**src/design/dsil_pkg.sv**
```systemverilog
// shared types and constants for the descending sorted insert list
package dsil_pkg;

  localparam int CAPACITY_DEF = 16;
  localparam int KEY_BITS_DEF = 32;

  // field widths fixed by the stream format
  localparam int DIST_W  = 32;
  localparam int RIDX_W  = 4;
  localparam int POS_W   = 4;
  localparam int COUNT_W = 5;

  localparam int IN_TDATA_W  = 40;
  localparam int OUT_TDATA_W = 48;

  // action codes carried in in_tuser
  localparam logic ACT_INSERT = 1'b0;
  localparam logic ACT_READ   = 1'b1;

  typedef struct packed {
    logic capture;  // latch the incoming transaction
    logic compare;  // register the per-cell key compare flags
    logic commit;   // update the list and load the result register
  } dsil_cmd_t;

endpackage

```
**src/design/dsil_ctrl.sv**
```systemverilog
// controller state machine: sequences capture, compare and commit per item
module dsil_ctrl (
  input  logic                clk,
  input  logic                rst_n,
  input  logic                in_tvalid,
  output logic                in_tready,
  output logic                out_tvalid,
  input  logic                out_tready,
  output dsil_pkg::dsil_cmd_t cmd
);

  localparam logic [1:0] S_IDLE = 2'd0;
  localparam logic [1:0] S_CMP  = 2'd1;
  localparam logic [1:0] S_EXEC = 2'd2;

  logic [1:0] state_r, state_nxt;
  logic       out_valid_r, out_valid_nxt;
  logic       out_free;

  assign out_free   = !out_valid_r || out_tready;
  assign in_tready  = (state_r == S_IDLE);
  assign out_tvalid = out_valid_r;

  always_comb begin
    state_nxt   = state_r;
    cmd.capture = 1'b0;
    cmd.compare = 1'b0;
    cmd.commit  = 1'b0;
    unique case (state_r)
      S_IDLE: begin
        if (in_tvalid) begin
          cmd.capture = 1'b1;
          state_nxt   = S_CMP;
        end
      end
      S_CMP: begin
        cmd.compare = 1'b1;
        state_nxt   = S_EXEC;
      end
      S_EXEC: begin
        // hold the list untouched until the result register can take the result
        if (out_free) begin
          cmd.commit = 1'b1;
          state_nxt  = S_IDLE;
        end
      end
      default: begin
        state_nxt = S_IDLE;
      end
    endcase
  end

  always_comb begin
    out_valid_nxt = out_valid_r;
    if (cmd.commit) begin
      out_valid_nxt = 1'b1;
    end else if (out_tready) begin
      out_valid_nxt = 1'b0;
    end
  end

  always_ff @(posedge clk) begin
    if (!rst_n) begin
      state_r     <= S_IDLE;
      out_valid_r <= 1'b0;
    end else begin
      state_r     <= state_nxt;
      out_valid_r <= out_valid_nxt;
    end
  end

endmodule

```
**src/design/dsil_datapath.sv**
```systemverilog
// datapath: row of compare-and-shift cells, entry count and result register
module dsil_datapath #(
  parameter int CAPACITY = dsil_pkg::CAPACITY_DEF,
  parameter int KEY_BITS = dsil_pkg::KEY_BITS_DEF
) (
  input  logic                              clk,
  input  logic                              rst_n,
  input  dsil_pkg::dsil_cmd_t               cmd,
  input  logic                              in_action,
  input  logic [dsil_pkg::DIST_W-1:0]       in_distance,
  input  logic                              in_kind,
  input  logic [dsil_pkg::RIDX_W-1:0]       in_index,
  output logic [dsil_pkg::OUT_TDATA_W-1:0]  result
);

  localparam int IDX_W = (CAPACITY > 1) ? $clog2(CAPACITY) : 1;
  localparam int CNT_W = $clog2(CAPACITY + 1);
  localparam int CMP_W = (CNT_W > dsil_pkg::RIDX_W + 1) ? CNT_W : dsil_pkg::RIDX_W + 1;

  // latched transaction
  logic                        action_r;
  logic [KEY_BITS-1:0]         key_r;
  logic                        kind_r;
  logic [dsil_pkg::RIDX_W-1:0] index_r;

  // cells
  logic [KEY_BITS-1:0] cell_key_r  [CAPACITY];
  logic                cell_kind_r [CAPACITY];
  logic [CAPACITY-1:0] ge_r, ge_nxt;
  logic [CNT_W-1:0]    count_r, count_nxt;

  logic [CAPACITY-1:0] ins_hot;
  logic [CNT_W-1:0]    pos;
  logic                full;
  logic                do_insert;
  logic                rd_ok;
  logic [IDX_W-1:0]    rd_idx;

  logic [dsil_pkg::OUT_TDATA_W-1:0] result_r, result_nxt;

  assign full      = (count_r == CNT_W'(CAPACITY));
  assign do_insert = cmd.commit && (action_r == dsil_pkg::ACT_INSERT) && !full;

  always_ff @(posedge clk) begin
    if (cmd.capture) begin
      action_r <= in_action;
      key_r    <= KEY_BITS'(in_distance);
      kind_r   <= in_kind;
      index_r  <= in_index;
    end
  end

  // a cell keeps its place when it is held and its key is not below the new key
  always_comb begin
    for (int i = 0; i < CAPACITY; i++) begin
      ge_nxt[i] = (CNT_W'(i) < count_r) && (cell_key_r[i] >= key_r);
    end
  end

  always_ff @(posedge clk) begin
    if (cmd.compare) begin
      ge_r <= ge_nxt;
    end
  end

  // the flags form a run of ones; the new entry goes at the first zero
  always_comb begin
    pos = '0;
    for (int i = 0; i < CAPACITY; i++) begin
      if (i == 0) begin
        ins_hot[i] = !ge_r[i];
      end else begin
        ins_hot[i] = !ge_r[i] && ge_r[i-1];
      end
      if (ins_hot[i]) begin
        pos = pos | CNT_W'(i);
      end
    end
  end

  always_ff @(posedge clk) begin
    if (do_insert) begin
      for (int i = 0; i < CAPACITY; i++) begin
        if (ins_hot[i]) begin
          cell_key_r[i]  <= key_r;
          cell_kind_r[i] <= kind_r;
        end else if (!ge_r[i] && i > 0) begin
          cell_key_r[i]  <= cell_key_r[(i > 0) ? i - 1 : 0];
          cell_kind_r[i] <= cell_kind_r[(i > 0) ? i - 1 : 0];
        end
      end
    end
  end

  assign count_nxt = do_insert ? count_r + CNT_W'(1) : count_r;

  always_ff @(posedge clk) begin
    if (!rst_n) begin
      count_r <= '0;
    end else begin
      count_r <= count_nxt;
    end
  end

  assign rd_ok  = (CMP_W'(index_r) < CMP_W'(count_r)) && (CMP_W'(index_r) < CMP_W'(CAPACITY));
  assign rd_idx = IDX_W'(index_r);

  // result layout: accepted, insert_position, entry_count, read_valid,
  // read_distance, read_kind, zero fill
  always_comb begin
    result_nxt = '0;
    result_nxt[9:5] = dsil_pkg::COUNT_W'(count_nxt);
    if (action_r == dsil_pkg::ACT_INSERT) begin
      if (!full) begin
        result_nxt[0]   = 1'b1;
        result_nxt[4:1] = dsil_pkg::POS_W'(pos);
      end
    end else if (rd_ok) begin
      result_nxt[10]    = 1'b1;
      result_nxt[42:11] = dsil_pkg::DIST_W'(cell_key_r[rd_idx]);
      result_nxt[43]    = cell_kind_r[rd_idx];
    end
  end

  always_ff @(posedge clk) begin
    if (cmd.commit) begin
      result_r <= result_nxt;
    end
  end

  assign result = result_r;

endmodule

```
**src/design/descending_sorted_insert_list_top.sv**
```systemverilog
// Descending sorted insert list. Holds up to CAPACITY entries (a KEY_BITS key
// and a one-bit body kind) ordered from largest key to smallest in a row of
// compare-and-shift cells; an insert goes before the first entry with a
// strictly smaller key, so equal keys land after those already held, and an
// insert into a full list is refused with accepted low. A read returns the entry
// at read_index with read_valid. Every input transaction yields one result
// transaction. An item is first latched, then the compare of every cell against
// the new key is registered, then the cells shift and the result register loads;
// the next item is taken once the previous one has reached the result register,
// so a new item is not accepted while an earlier one is still being worked on;
// a result left waiting holds the next item in its last step.
module descending_sorted_insert_list_top #(
  parameter int CAPACITY = dsil_pkg::CAPACITY_DEF,
  parameter int KEY_BITS = dsil_pkg::KEY_BITS_DEF
) (
  input  logic                                 clk,
  input  logic                                 rst_n,
  input  logic                                 in_tvalid,
  output logic                                 in_tready,
  // insert_distance[31:0], body_kind[32], read_index[36:33], zero fill
  input  logic [dsil_pkg::IN_TDATA_W-1:0]      in_tdata,
  // action[0]
  input  logic                                 in_tuser,
  output logic                                 out_tvalid,
  input  logic                                 out_tready,
  // accepted[0], insert_position[4:1], entry_count[9:5], read_valid[10],
  // read_distance[42:11], read_kind[43], zero fill
  output logic [dsil_pkg::OUT_TDATA_W-1:0]     out_tdata
);

  dsil_pkg::dsil_cmd_t cmd;

  dsil_ctrl u_ctrl (
    .clk        (clk),
    .rst_n      (rst_n),
    .in_tvalid  (in_tvalid),
    .in_tready  (in_tready),
    .out_tvalid (out_tvalid),
    .out_tready (out_tready),
    .cmd        (cmd)
  );

  dsil_datapath #(
    .CAPACITY (CAPACITY),
    .KEY_BITS (KEY_BITS)
  ) u_datapath (
    .clk         (clk),
    .rst_n       (rst_n),
    .cmd         (cmd),
    .in_action   (in_tuser),
    .in_distance (in_tdata[31:0]),
    .in_kind     (in_tdata[32]),
    .in_index    (in_tdata[36:33]),
    .result      (out_tdata)
  );

endmodule

```
**config.mk**
```make
export PLATFORM = sky130hd
export DESIGN_NAME = descending_sorted_insert_list_top
export DESIGN_NICKNAME = d
export VERILOG_FILES = /design/src/design/dsil_pkg.sv /design/src/design/dsil_ctrl.sv /design/src/design/dsil_datapath.sv /design/src/design/descending_sorted_insert_list_top.sv
export SDC_FILE = /design/constraint.sdc
export NUM_CORES = 2
export LEC_CHECK = 0
export ABC_CLOCK_PERIOD_IN_PS = 5200
export BUFFER_PORTS_ARGS = -buffer_cell sky130_fd_sc_hd__buf_4
export CAP_MARGIN = 10
export CELL_PAD_IN_SITES_DETAIL_PLACEMENT = 0
export CELL_PAD_IN_SITES_GLOBAL_PLACEMENT = 1
export CORE_MARGIN = 2
export CORE_UTILIZATION = 35
export DETAILED_ROUTE_END_ITERATION = 12
export GPL_TIMING_DRIVEN = 0
export HOLD_SLACK_MARGIN = 0.1
export PLACE_DENSITY_LB_ADDON = 0.1
export SLEW_MARGIN = 40
export SYNTH_ARGS = -nofsm -noshare
export SYNTH_HDL_FRONTEND = slang
export SYNTH_SLANG_ARGS = --single-unit
```
**constraint.sdc**
```tcl
create_clock -name clk -period 5.2 [get_ports clk]
set_clock_uncertainty 0.2 [all_clocks]
set_input_delay 0.78 -clock clk [delete_from_list [all_inputs] [get_ports clk]]
set_output_delay 0.78 -clock clk [all_outputs]
set_load 0.01 [all_outputs]
```
### Yosys cells after proc, flatten, opt, wreduce, memory -nomap -nowiden

Memory sizes are Yosys's and may differ from the RTL's. A register that Yosys moved wholly into a read port is not among the register bits.
Index checks and enable logic that the tools add are counted.

* add/sub/neg operators: 1
* order comparisons: 33
* equality and inequality tests: 5
* multiplexer cells: 166
* bitwise gates (word level): 31
* reduce and logical (&&, ||, !) cells: 58

Operators by type and width (count)
* >= comparator 32 bit: 16
* 2-to-1 mux 32 bit: 15
* 2-to-1 mux 1 bit: 133
* less-than comparator 4 x 5 -> 1 bit (first input constant): 8
* logical AND 1 bit: 33
* 2-to-1 mux 4 bit: 8
* OR 1 bit: 30
* less-than comparator 3 x 5 -> 1 bit (first input constant): 4
* zero test 1 bit: 19
* 2-to-1 mux 3 bit: 4
* less-than comparator 1 x 5 -> 1 bit (first input constant): 2
* less-than comparator 2 x 5 -> 1 bit (first input constant): 2
* 2-to-1 mux 2 bit: 4
* case mux 2 bit (3 select lines): 1
* adder 5 x 1 -> 5 bit (second input constant): 1
* == test 5 bit (second input constant): 1
* less-than comparator 4 x 5 -> 1 bit: 1
* 2-to-1 mux 5 bit: 1
* AND reduction 2 bit: 2
* == test 2 x 1 -> 1 bit (second input constant): 1
* == test 2 bit (second input constant): 1
* zero test 2 bit: 1
* != test 2 x 1 -> 1 bit (second input constant): 1
* != test 2 bit (second input constant): 1
* other kinds (4): 4

* bits in registers: 73
* bits in writable memories: 528
* input bits: 45
* output and inout port bits: 50
* word-level logic and storage cells: 308
* memories: 2

Memory list
* u_datapath.cell_key_r: words 16, width 32, read ports 17, clocked after Yosys merged registers in 1, write ports 16, RTL line dsil_datapath.sv:27 `logic [KEY_BITS-1:0] cell_key_r [CAPACITY];`
* u_datapath.cell_kind_r: words 16, width 1, read ports 16, clocked after Yosys merged registers in 1, write ports 16, RTL line dsil_datapath.sv:28 `logic cell_kind_r [CAPACITY];`

### Longest topological paths before layout

* word-level depth: 17
* gate-level depth with buffers: 11
* gate-level depth less buffers: 8

### Hierarchy

Synthesis repeated with hierarchy kept, for this count alone.

* cell total of the unflattened synthesis: 3403
* area total of the unflattened synthesis: 39806.9 um2

Modules (own cells, without submodules)
* dsil_datapath: times used 1, cells each 3389, area an instance 39660.5 um2, sequential area each 18898.1 um2
* dsil_ctrl: times used 1, cells each 14, area an instance 146.4 um2, sequential area each 60.1 um2

### Worst setup path before layout

No wires, ideal clock.

* path kind: input to register
* start: input port out_tready
* end: memory u_datapath.cell_key_r[10][0] in the netlist's numbering, enable pin
* data arrival time: 4019 ps
* slack: 558 ps
* cell stages on the path: 6
* path buffers: 2
* cells stage by stage: nand2b_1 and2b_1 nand2_4 buf_2 buf_1 nor2_1

RTL lines
* start, declared: RTL line descending_sorted_insert_list_top.sv:25 `input logic out_tready,`
* end, declared: RTL line dsil_datapath.sv:27

==> metrics.txt <==
Synth area leaders=edfxtp_1 47%, ha_1 16%, mux4_2 9.3%; worst vdd ir=around 230 uV; DIE HEIGHT=about 340 um; wire length per cell=28.2 um; Clk Latency, worst-skew pair=between 0.6 and 0.7 ns; crit path kind=reg -> reg; TritonCTS clock tree=done; Cell Pwr Density=287 nW/um^2; CP cell instances=clkbuf_1 -> inv_1 -> ha_1 -> a31o_1 -> clkinv_2 -> nand2_4 -> buf_2 -> buf_2 -> nor2_4 -> buf_8; RSZ-0062 raised after global routing=no; Achievable Freq=roughly 0.22 GHz; Final Critical Period=4.49 ns; leading area contributor after synthesis=edfxtp_1; Synth cell types=55; Cells after DPL=around 5.0k; number of synthesized flops with an enable pin=about 630; CP Max Fanout=18; type of the tightest min-delay check=in -> reg; post-route antenna net violation count=0; sequential area share after synthesis=a little under half; pin count of the biggest net entering global routing=26; postcts setup bufs=0; Final Cell Area=~47000 um^2; CP endpoint kind=flip-flop; Synth Instances=3336; CP most frequent cell=buf_2; post-synthesis mux area share=between 10% and 20%; top cells by count, synth=626 x edfxtp_1, 517 x ha_1, 494 x nand2_1, 453 x o21ai_0, 167 x a21oi_1; R2R Setup Slk=approximately 0.71 ns; Finished Layout Cells=around 5k; CP max-delay cell=nor2_4; via density per instance=5.78; Synth Area in Simple Gates=9.94%; clock tree sinks=around 630; XOR/XNOR share of the synthesized area=less than 1%; Final GP Congestion=0.936; run status=complete, no violations; top cell type's share of synthesized area=47.0%; Vias=~30k; grt ovf=0; DRT iter0 DRCs=2877; placed inst area=roughly 44000 um^2; Final Hold Vio Count=0; Post-synth ARST share=0%; Initial DRT Pass Iterations=5; die width=~340 um; Mean Syn Cell Area=between 10 and 15 um^2; drt drc=0; period utilisation layout=86.3%; Leak=roughly 17 nW; gr usage total=24.6%; Root Driver=clkbuf_16; Worst Path Required=5.34 ns; Post-Synth Adder-Cell Area=about 16%; Synthesis Warnings=0; Resized cells post-CTS=0; Worst Max-Slew Pin Slew=around 0.94 ns; Initial Util=35.4%; count leader, synth=edfxtp_1; post-detailed-routing wire length=~150000 um; initial antenna violation count=14; cell family with most CP delay=buffers and inverters; top_reg_cell synth=edfxtp_1; Finish-stage setup viols=0; layout cells sized above 1=18.0%; Arr. time, crit path=4.63 ns; WP buf/inv=6; Seq cells post-synth=about 630; row cnt=roughly 120; post-synthesis compound-gate area fraction=between 10% and 20%; vias in the first global route=29.6k; Slew headroom=approximately 37%; first-pass GRT wire length=between 200000 and 250000 um; largest family of logic cells by synthesized area=adder cells; dpl hpwl=between 100000 and 150000 um; I/O Buffers=87; final net count=around 4.1k; max cap viols=0; die area=117000 um^2; Worst-path clk slew=around 0.060 ns; worst stage delay on the critical path=0.56 ns; Ports=between 90 and 100; TritonCTS buffer count=80; synthesized area=40000 um^2; Core Footprint=~110000 um^2; Max Buffers Root-to-Sink=3; Synth-to-Final Area Change=17.0%; startpoint types=flip-flop; fillcell total=approximately 10k; Slew Limit Fails=0; cts hold-fix bufs=38; Max H-tree Level=3
==> layout make-up <==
class                      instances  area [um^2]  share of cell area, %
buffer                           170          841                   1.80
clock inverter                    45          599                   1.28
tap                             1500         1880                   4.01
sequential                       634        19000                   40.5
timing repair buffer             166         1890                   4.05
antenna                            2         5.00                 0.0107
clock buffer                     101         2190                   4.68
multi-input combinational       2472        20200                   43.1
inverter                          63          238                  0.508
==> metal layers <==
metal | wire [um] | GRT usage (%) | vias up
met5 | 27 | 0 | -
met4 | 3580 | 6.86 | 4
met3 | 11200 | 4.87 | 157
met2 | 62800 | 36.8 | 1041
met1 | 67500 | 36.2 | 15100
li1 | - | - | 13500
==> worst register-to-register path: stages, from the launching register on <==
cell	delay, ns
dfxtp_1	0.33
clkbuf_1	0.54
inv_1	0.42
ha_1	0.32
a31o_1	0.32
clkinv_2	0.17
nand2_4	0.19
buf_2	0.37
buf_2	0.44
nor2_4	0.58
buf_8	0.28
==> cell usage in the layout (no fill, tap or decap), types with 64 or more instances in the layout <==
cell type | synthesis | routed
nand4_1 | 97 | 97
ha_1 | 517 | 517
clkbuf_1 | 89 | 71
buf_4 | 9 | 96
edfxtp_1 | 626 | 626
o21ai_0 | 453 | 452
nand2_1 | 494 | 494
a21oi_1 | 167 | 166
buf_2 | 61 | 64
mux4_2 | 165 | 165
clkbuf_16 | 0 | 85
nor2b_1 | 67 | 66
==> metrics by stage <==
| stage | utilization [%] | hold slack (ns) | setup TNS, ns | worst slack (ns) | power, mW |
|---|---|---|---|---|---|
| after floorplan | - | 0.262 | 0 | 0.558 | 6.78 |
| after global placement | 37.7 | 0.308 | -999.23 | -2.21 | 7.32 |
| after detailed placement | 38.6 | 0.348 | 0 | 0.916 | 7.43 |
| after CTS | 41.4 | 0.154 | 0 | 0.890 | 13.5 |
| after global routing | 41.5 | 0.175 | 0 | 0.674 | 13.9 |
| final | 41.5 | 0.191 | 0 | 0.713 | 13.4 |
==> path summary, 6_finish.rpt <==
| check | startpoint | to | cells past startpoint |
|---|---|---|---|
| setup / recovery | u_datapath.count_r[0] | u_datapath.cell_key_r[1][7] | 10 |
| hold / removal | in_tvalid | u_ctrl.state_r[0] | 2 |
| setup reg to reg | u_datapath.count_r[0] | u_datapath.cell_key_r[1][7] | 10 |
| hold reg to reg | u_ctrl.out_tvalid | u_ctrl.out_tvalid | 2 |
==> cell families (layout without fill, tap and decap cells) <==
family,Yosys count,in the layout
other,1,6
flip-flops,634,634
AO/OA/AOI/OAI,836,836
multiplexers,256,256
adder cells (fa/ha/maj),517,517
buffers and inverters,233,545
XOR/XNOR,4,4
AND/OR/NAND/NOR,855,855
==> sequential cells by signal (all words and copies together), names as in the netlist <==
signal,cells
u_ctrl.out_tvalid,1
u_ctrl.state_r,2
u_datapath.action_r,1
u_datapath.cell_key_r,512
u_datapath.cell_kind_r,16
u_datapath.count_r,5
u_datapath.ge_r,16
u_datapath.index_r,4
u_datapath.key_r,32
u_datapath.kind_r,1
u_datapath.result,44
==> power breakdown <==
| group | leakage [nW] | switching [mW] | internal [mW] |
|---|---|---|---|
| Sequential | 5.74 | 0.121 | 5.72 |
| Clock | 1.36 | 2.34 | 3.71 |
| Combinational | 10.0 | 0.883 | 0.637 |
| Total | 17.1 | 3.35 | 10.1 |
Note: power is estimated with default switching activity, not from simulation.
